**src/design/hidc_pkg.sv**
```systemverilog
// shared constants, types and codes of the chained hash insert unit
`default_nettype none
package hidc_pkg;
    localparam int MaxSlots  = 2048;
    localparam int MaxNodes  = 1024;
    localparam int SlotW     = $clog2(MaxSlots);
    localparam int NodeW     = $clog2(MaxNodes);
    localparam int CntW      = NodeW + 1;
    localparam int KeyW      = 31;
    localparam int CfgW      = 20;
    localparam int SlotsW    = 12;
    localparam int ProdW     = 52;
    localparam int StepW     = 5;
    localparam int BktW      = 1 + 2 * NodeW;
    localparam int FoldMulW  = 16;
    localparam int FoldW     = ProdW - CfgW + FoldMulW;
    localparam logic [CfgW-1:0] HashPrime = 20'd999149;
    // 2^20 mod 999149, weight of the bits above the low 20 when folding
    localparam logic [FoldMulW-1:0] HashFold = 16'd49427;

    typedef enum logic [1:0] {
        CFG_NUM_SLOTS = 2'd0,
        CFG_HASH_MULT = 2'd1,
        CFG_HASH_ADD  = 2'd2
    } t_cfg_idx;

    typedef enum logic [3:0] {
        ST_CLR,
        ST_IDLE,
        ST_MUL,
        ST_MODP,
        ST_MODS,
        ST_BRD,
        ST_HCHK,
        ST_NRD,
        ST_NCMP,
        ST_INS,
        ST_LINK,
        ST_FIN
    } t_state;

    typedef struct packed {
        logic clr_wr;
        logic accept;
        logic mul;
        logic modp;
        logic mods;
        logic head_chk;
        logic node_cmp;
        logic ins;
        logic link;
        logic fin;
    } t_cmd;

    typedef struct packed {
        logic cnt_zero;
        logic fold_done;
        logic clr_done;
        logic bkt_valid;
        logic link_valid;
        logic out_free;
    } t_status;
endpackage
`default_nettype wire

```
**src/design/hidc_ctrl.sv**
```systemverilog
// sequencing state machine of the chained hash insert unit
`default_nettype none
module hidc_ctrl (
    input  wire                  i_clk,
    input  wire                  i_rst_n,
    input  wire                  i_in_valid,
    input  hidc_pkg::t_status    i_status,
    output logic                 o_in_ready,
    output hidc_pkg::t_cmd       o_cmd
);
    hidc_pkg::t_state r_state;
    hidc_pkg::t_state n_state;

    always_ff @(posedge i_clk) begin
        if (!i_rst_n) begin
            r_state <= hidc_pkg::ST_CLR;
        end else begin
            r_state <= n_state;
        end
    end

    always_comb begin
        n_state    = r_state;
        o_cmd      = '0;
        o_in_ready = 1'b0;
        case (r_state)
            hidc_pkg::ST_CLR: begin
                o_cmd.clr_wr = 1'b1;
                if (i_status.clr_done) n_state = hidc_pkg::ST_IDLE;
            end
            hidc_pkg::ST_IDLE: begin
                o_in_ready = 1'b1;
                if (i_in_valid) begin
                    o_cmd.accept = 1'b1;
                    n_state = hidc_pkg::ST_MUL;
                end
            end
            hidc_pkg::ST_MUL: begin
                o_cmd.mul = 1'b1;
                n_state = hidc_pkg::ST_MODP;
            end
            hidc_pkg::ST_MODP: begin
                o_cmd.modp = 1'b1;
                if (i_status.fold_done) n_state = hidc_pkg::ST_MODS;
            end
            hidc_pkg::ST_MODS: begin
                o_cmd.mods = 1'b1;
                if (i_status.cnt_zero) n_state = hidc_pkg::ST_BRD;
            end
            hidc_pkg::ST_BRD: begin
                n_state = hidc_pkg::ST_HCHK;
            end
            hidc_pkg::ST_HCHK: begin
                o_cmd.head_chk = 1'b1;
                n_state = i_status.bkt_valid ? hidc_pkg::ST_NRD : hidc_pkg::ST_INS;
            end
            hidc_pkg::ST_NRD: begin
                n_state = hidc_pkg::ST_NCMP;
            end
            hidc_pkg::ST_NCMP: begin
                o_cmd.node_cmp = 1'b1;
                n_state = i_status.link_valid ? hidc_pkg::ST_NRD : hidc_pkg::ST_INS;
            end
            hidc_pkg::ST_INS: begin
                o_cmd.ins = 1'b1;
                n_state = hidc_pkg::ST_LINK;
            end
            hidc_pkg::ST_LINK: begin
                o_cmd.link = 1'b1;
                n_state = hidc_pkg::ST_FIN;
            end
            hidc_pkg::ST_FIN: begin
                if (i_status.out_free) begin
                    o_cmd.fin = 1'b1;
                    n_state = hidc_pkg::ST_IDLE;
                end
            end
            default: begin
                n_state = hidc_pkg::ST_CLR;
            end
        endcase
    end
endmodule
`default_nettype wire

```
**config.mk**
```make
export PLATFORM = sky130hd
export DESIGN_NAME = hidc_ctrl
export DESIGN_NICKNAME = d
export VERILOG_FILES = /design/src/design/hidc_pkg.sv /design/src/design/hidc_ctrl.sv
export SDC_FILE = /design/constraint.sdc
export NUM_CORES = 1
export LEC_CHECK = 0
export BUFFER_PORTS_ARGS = -buffer_cell sky130_fd_sc_hd__buf_2
export CORE_AREA = 2 2 39 41
export CTS_BUF_LIST = sky130_fd_sc_hd__clkbuf_8
export CTS_CLUSTER_DIAMETER = 80
export CTS_CLUSTER_SIZE = 20
export DETAILED_ROUTE_END_ITERATION = 10
export DIE_AREA = 0 0 41 43
export PLACE_DENSITY_LB_ADDON = 0.3
export SLEW_MARGIN = 10
export SYNTH_ARGS = -nofsm -noshare
export SYNTH_HDL_FRONTEND = slang
export SYNTH_SLANG_ARGS = --single-unit
```
**constraint.sdc**
```tcl
create_clock -name i_clk -period 2.22 [get_ports i_clk]
set_input_delay 0.222 -clock i_clk [delete_from_list [all_inputs] [get_ports i_clk]]
set_output_delay 0.222 -clock i_clk [all_outputs]
set_load 0.01 [all_outputs]
```
Word-level counts from Yosys, hierarchy flattened. Index checks and enable logic that the tools add are counted.

Register bits: 4. Input port bits: 9. Output and inout bits: 11. Word-level logic and storage cells: 40.

Eq/ne operators: 16. Multiplexer cells: 21. Reduce and logical (&&, ||, !) cells: 2.

Operators by type and width (count): $pmux W4 S12 (1); $mux W4 (7); $eq A4 B3 Y1 const B (4); $eq A4 B4 Y1 const B (4); $mux W1 (13); $ne A2 B2 Y1 const B (5); $eq A4 B2 Y1 const B (2); $reduce_and A5 Y1 (1); $eq A4 B1 Y1 const B (1); $logic_not A4 Y1 (1).

Logic depth before layout (Yosys ltp).
Depth after elaboration: 3. Depth in mapped cells: 5.

Least setup slack after synthesis. Ideal clock, no wire load.

Kind: register to output. Start: register r_state[0]. End: output o_cmd[9] (netlist bit). Arrival time: 1144 ps. Required time: 1998 ps. Path slack: 854 ps. Cell stages (with the launch flop): 4. Buffers on the path: 2. Cell sequence: dfxtp_1 buf_2 buf_1 nor4_1.

RTL lines: start: declaration (line hidc_ctrl.sv:11) `hidc_pkg::t_state r_state;`; start signal: assignment (line hidc_ctrl.sv:16) `r_state <= hidc_pkg::ST_CLR;`; start signal: assignment (line hidc_ctrl.sv:18) `r_state <= n_state;`; end: declaration (line hidc_ctrl.sv:9) `output hidc_pkg::t_cmd o_cmd`.

==> flow_metrics.py <==
metrics = {
    "route": {
        "first_iter_violations": 12,
        "vias": 496,
        "met1_length_um": 513,
        "vias_per_cell": 5.221,
        "ant_nets": 0,
        "drt_pass1_iterations": 4,
        "met2_length_um": 592,
        "drcViolationCount": 0,
        "wl_met3_um": 53,
        "routedWlPerCell_um": 12.20,
        "maxUsedRoutingLayer": "met3",
        "drt-total-wl_mm": 1.159,
    },
    "global_routing": {
        "antenna_found_initial": 0,
        "grt_pass1_vias": 469,
        "grt_max_degree": 18,
        "track_usage": 0.1566,
        "grt_pass1_wl_mm": 1.904,
        "overflow": 0,
    },
    "finish": {
        "final_common_cell": "buf_2",
        "largest_registers": "r_state: 4 flops",
        "largest-register": "r_state",
        "largest_reg_flops": 4,
        "final_nets": 90,
        "fin_cells": 95,
        "diodes": 0,
        "drive_above_1_share": 0.3797,
        "layout_common_cells": "buf_2, nand2_1, nor3_1, nor2b_1",
        "synthToLayoutAreaGrowth_pct": 31.06,
    },
    "setup_path": {
        "cp_max_fo": 17,
        "r2r_slack_ns": 0.71,
        "crit_arrival_ns": 1.47,
        "critical_path_required_ns": 2.00,
        "cp-start-kind": "flip-flop",
        "worstSetupEndpointType": "output pin",
        "path_class": "reg -> out",
    },
    "yosys": {
        "synth_nets": 69,
        "synth_edf_count": 0,
        "yosys.area_share.simple": 0.5041,
        "synth_compound_area_frac": 0.1962,
        "ys.flop_type": "dfxtp_1",
        "synth_seq_cells": 4,
        "syn_inst": 60,
        "synth_fa_ha_area_frac": 0,
        "seq_area_frac_synth": 0.1744,
        "ys_types": 29,
        "syn_avg_cell_area_um2": 7.653,
        "synthesis.area_um2": 459.2,
        "yosys_warnings": 0,
        "ys_async_sr_fraction": 0,
        "synth_mux_area_frac": 0.04632,
        "synth_top_family_by_area": "simple AND/OR/NAND/NOR gates",
        "synth-xor-area-share": 0,
    },
    "sta": {
        "finClkSkew_ns": 0.003350,
        "rsz0062_at_grt": "false",
        "hold_viol_final": 0,
        "drv_slew": 0,
        "fmax_mhz": 590.3,
        "fin_crit_ns": 1.694,
        "setup_viol": 0,
        "finalCritPeriodShare": 0.7631,
        "slew_headroom": 0.6421,
        "timing.setup.tns_ns": 0,
        "tightest_slew_ns": 0.5361,
    },
    "cts": {
        "cts_root_buf": "clkbuf_8",
        "ctsLongestPathBuffers": 2,
        "clk_latency_ns": 0.21,
        "cts_buffers": 3,
        "cts_setup_buffers": 0,
        "post_cts_resized": 0,
        "cts_tree": "done",
        "cts_sinks": 4,
        "htree_num_levels": 1,
        "clk_pin_slew_ns": 0.03,
        "cts_hold_buf": 0,
    },
    "place": {
        "hpwlAfterDp_um": 916.6,
        "port_buffers": 19,
        "placed_cells": 92,
        "gp_congestion": 0.7659,
    },
    "floorplanning": {
        "dieArea_um2": 1763,
        "num_io_pins": 20,
        "core-area_um2": 1384,
        "row_count": 14,
        "start_util": 0.3318,
        "dieWidth_um": 41,
        "die_height_um": 43,
    },
    "pwr": {
        "p_per_area_nw_per_um2": 629.2,
        "p_leak_nw": 0.2589,
        "ir_worst_vdd_v": 0.0003785,
    },
    "worst_hold_path": {
        "hp-class": "in -> reg",
    },
    "run": {
        "maxCapViolations": 0,
    },
    "outcome": {
        "outcome": "completed",
    },
}
cell type report:
class	instances	area (um2)
Timing Repair Buffer	22	117.6
Clock buffer	3	41.29
Multi-Input combinational cell	50	342.8
Tap cell	16	20.02
Fill cell	152	782.0
Sequential cell	4	80.08
final timing paths:
check | start | endpoint | depth (start not counted)
hold / removal | i_rst_n | r_state[0]$_SDFFE_PN0P_ | 2
setup / recovery | r_state[3]$_SDFFE_PN0P_ | o_cmd[8] | 4
setup reg to reg | r_state[2]$_SDFFE_PN0P_ | r_state[2]$_SDFFE_PN0P_ | 4
hold reg to reg | r_state[0]$_SDFFE_PN0P_ | r_state[0]$_SDFFE_PN0P_ | 2
cells in the mapped netlist (all sizes together) (2+ instances only):
| cell type | instances | area share |
|---|---|---|
| nor3 | 8 | 0.11 |
| nand2 | 6 | 0.049 |
| nor2b | 6 | 0.082 |
| buf | 5 | 0.071 |
| a21oi | 4 | 0.044 |
| dfxtp | 4 | 0.17 |
| nand2b | 3 | 0.057 |
| nor2 | 3 | 0.025 |
| nor4 | 3 | 0.054 |
| and2 | 2 | 0.027 |
| nand3 | 2 | 0.022 |
| nor3b | 2 | 0.033 |
| o21a | 2 | 0.033 |
cell families after synthesis:
| logic type | after synthesis |
|---|---|
| AND/OR/NAND/NOR | 38 |
| AO/OA/AOI/OAI | 10 |
| buffers and inverters | 6 |
| flip-flops | 4 |
| multiplexers | 2 |
layer usage:
metal / GRT usage / up-vias
li1: - / 255
met1: 0.1897 / 227
met2: 0.2469 / 14
met3: 0.06283 / 0
met4: 0.04000 / 0
met5: 0 / -
through the flow:
step / hold slack, ns / power (mW) / worst slack [ns] / cell area, um2 / util
floorplan: 0.3397 / 0.1894 / 0.8543 / 459.2 / -
global placement: 0.4906 / 0.2287 / 0.7000 / 560.5 / 0.4051
detailed placement: 0.5018 / 0.2306 / 0.6949 / 560.5 / 0.4051
CTS: 0.2846 / 0.3843 / 0.5282 / 601.8 / 0.4349
global route: 0.2955 / 0.4112 / 0.4176 / 601.8 / 0.4349
finish: 0.2834 / 0.3786 / 0.5260 / 601.8 / 0.4349
critical path, stage by stage, from the launching register on:
cell	delay, ns
dfxtp_1	0.65
nand2b_4	0.26
nor3_1	0.05
and2_1	0.17
buf_2	0.13
report_power, final:
group	internal (mW)	leakage (nW)	switching (mW)
sequential	0.0793	0.0327	0.0175
clock	0.115	0.0216	0.0344
combinational	0.0631	0.205	0.0691
total	0.258	0.259	0.121
Power figures use the tool's default switching activity.
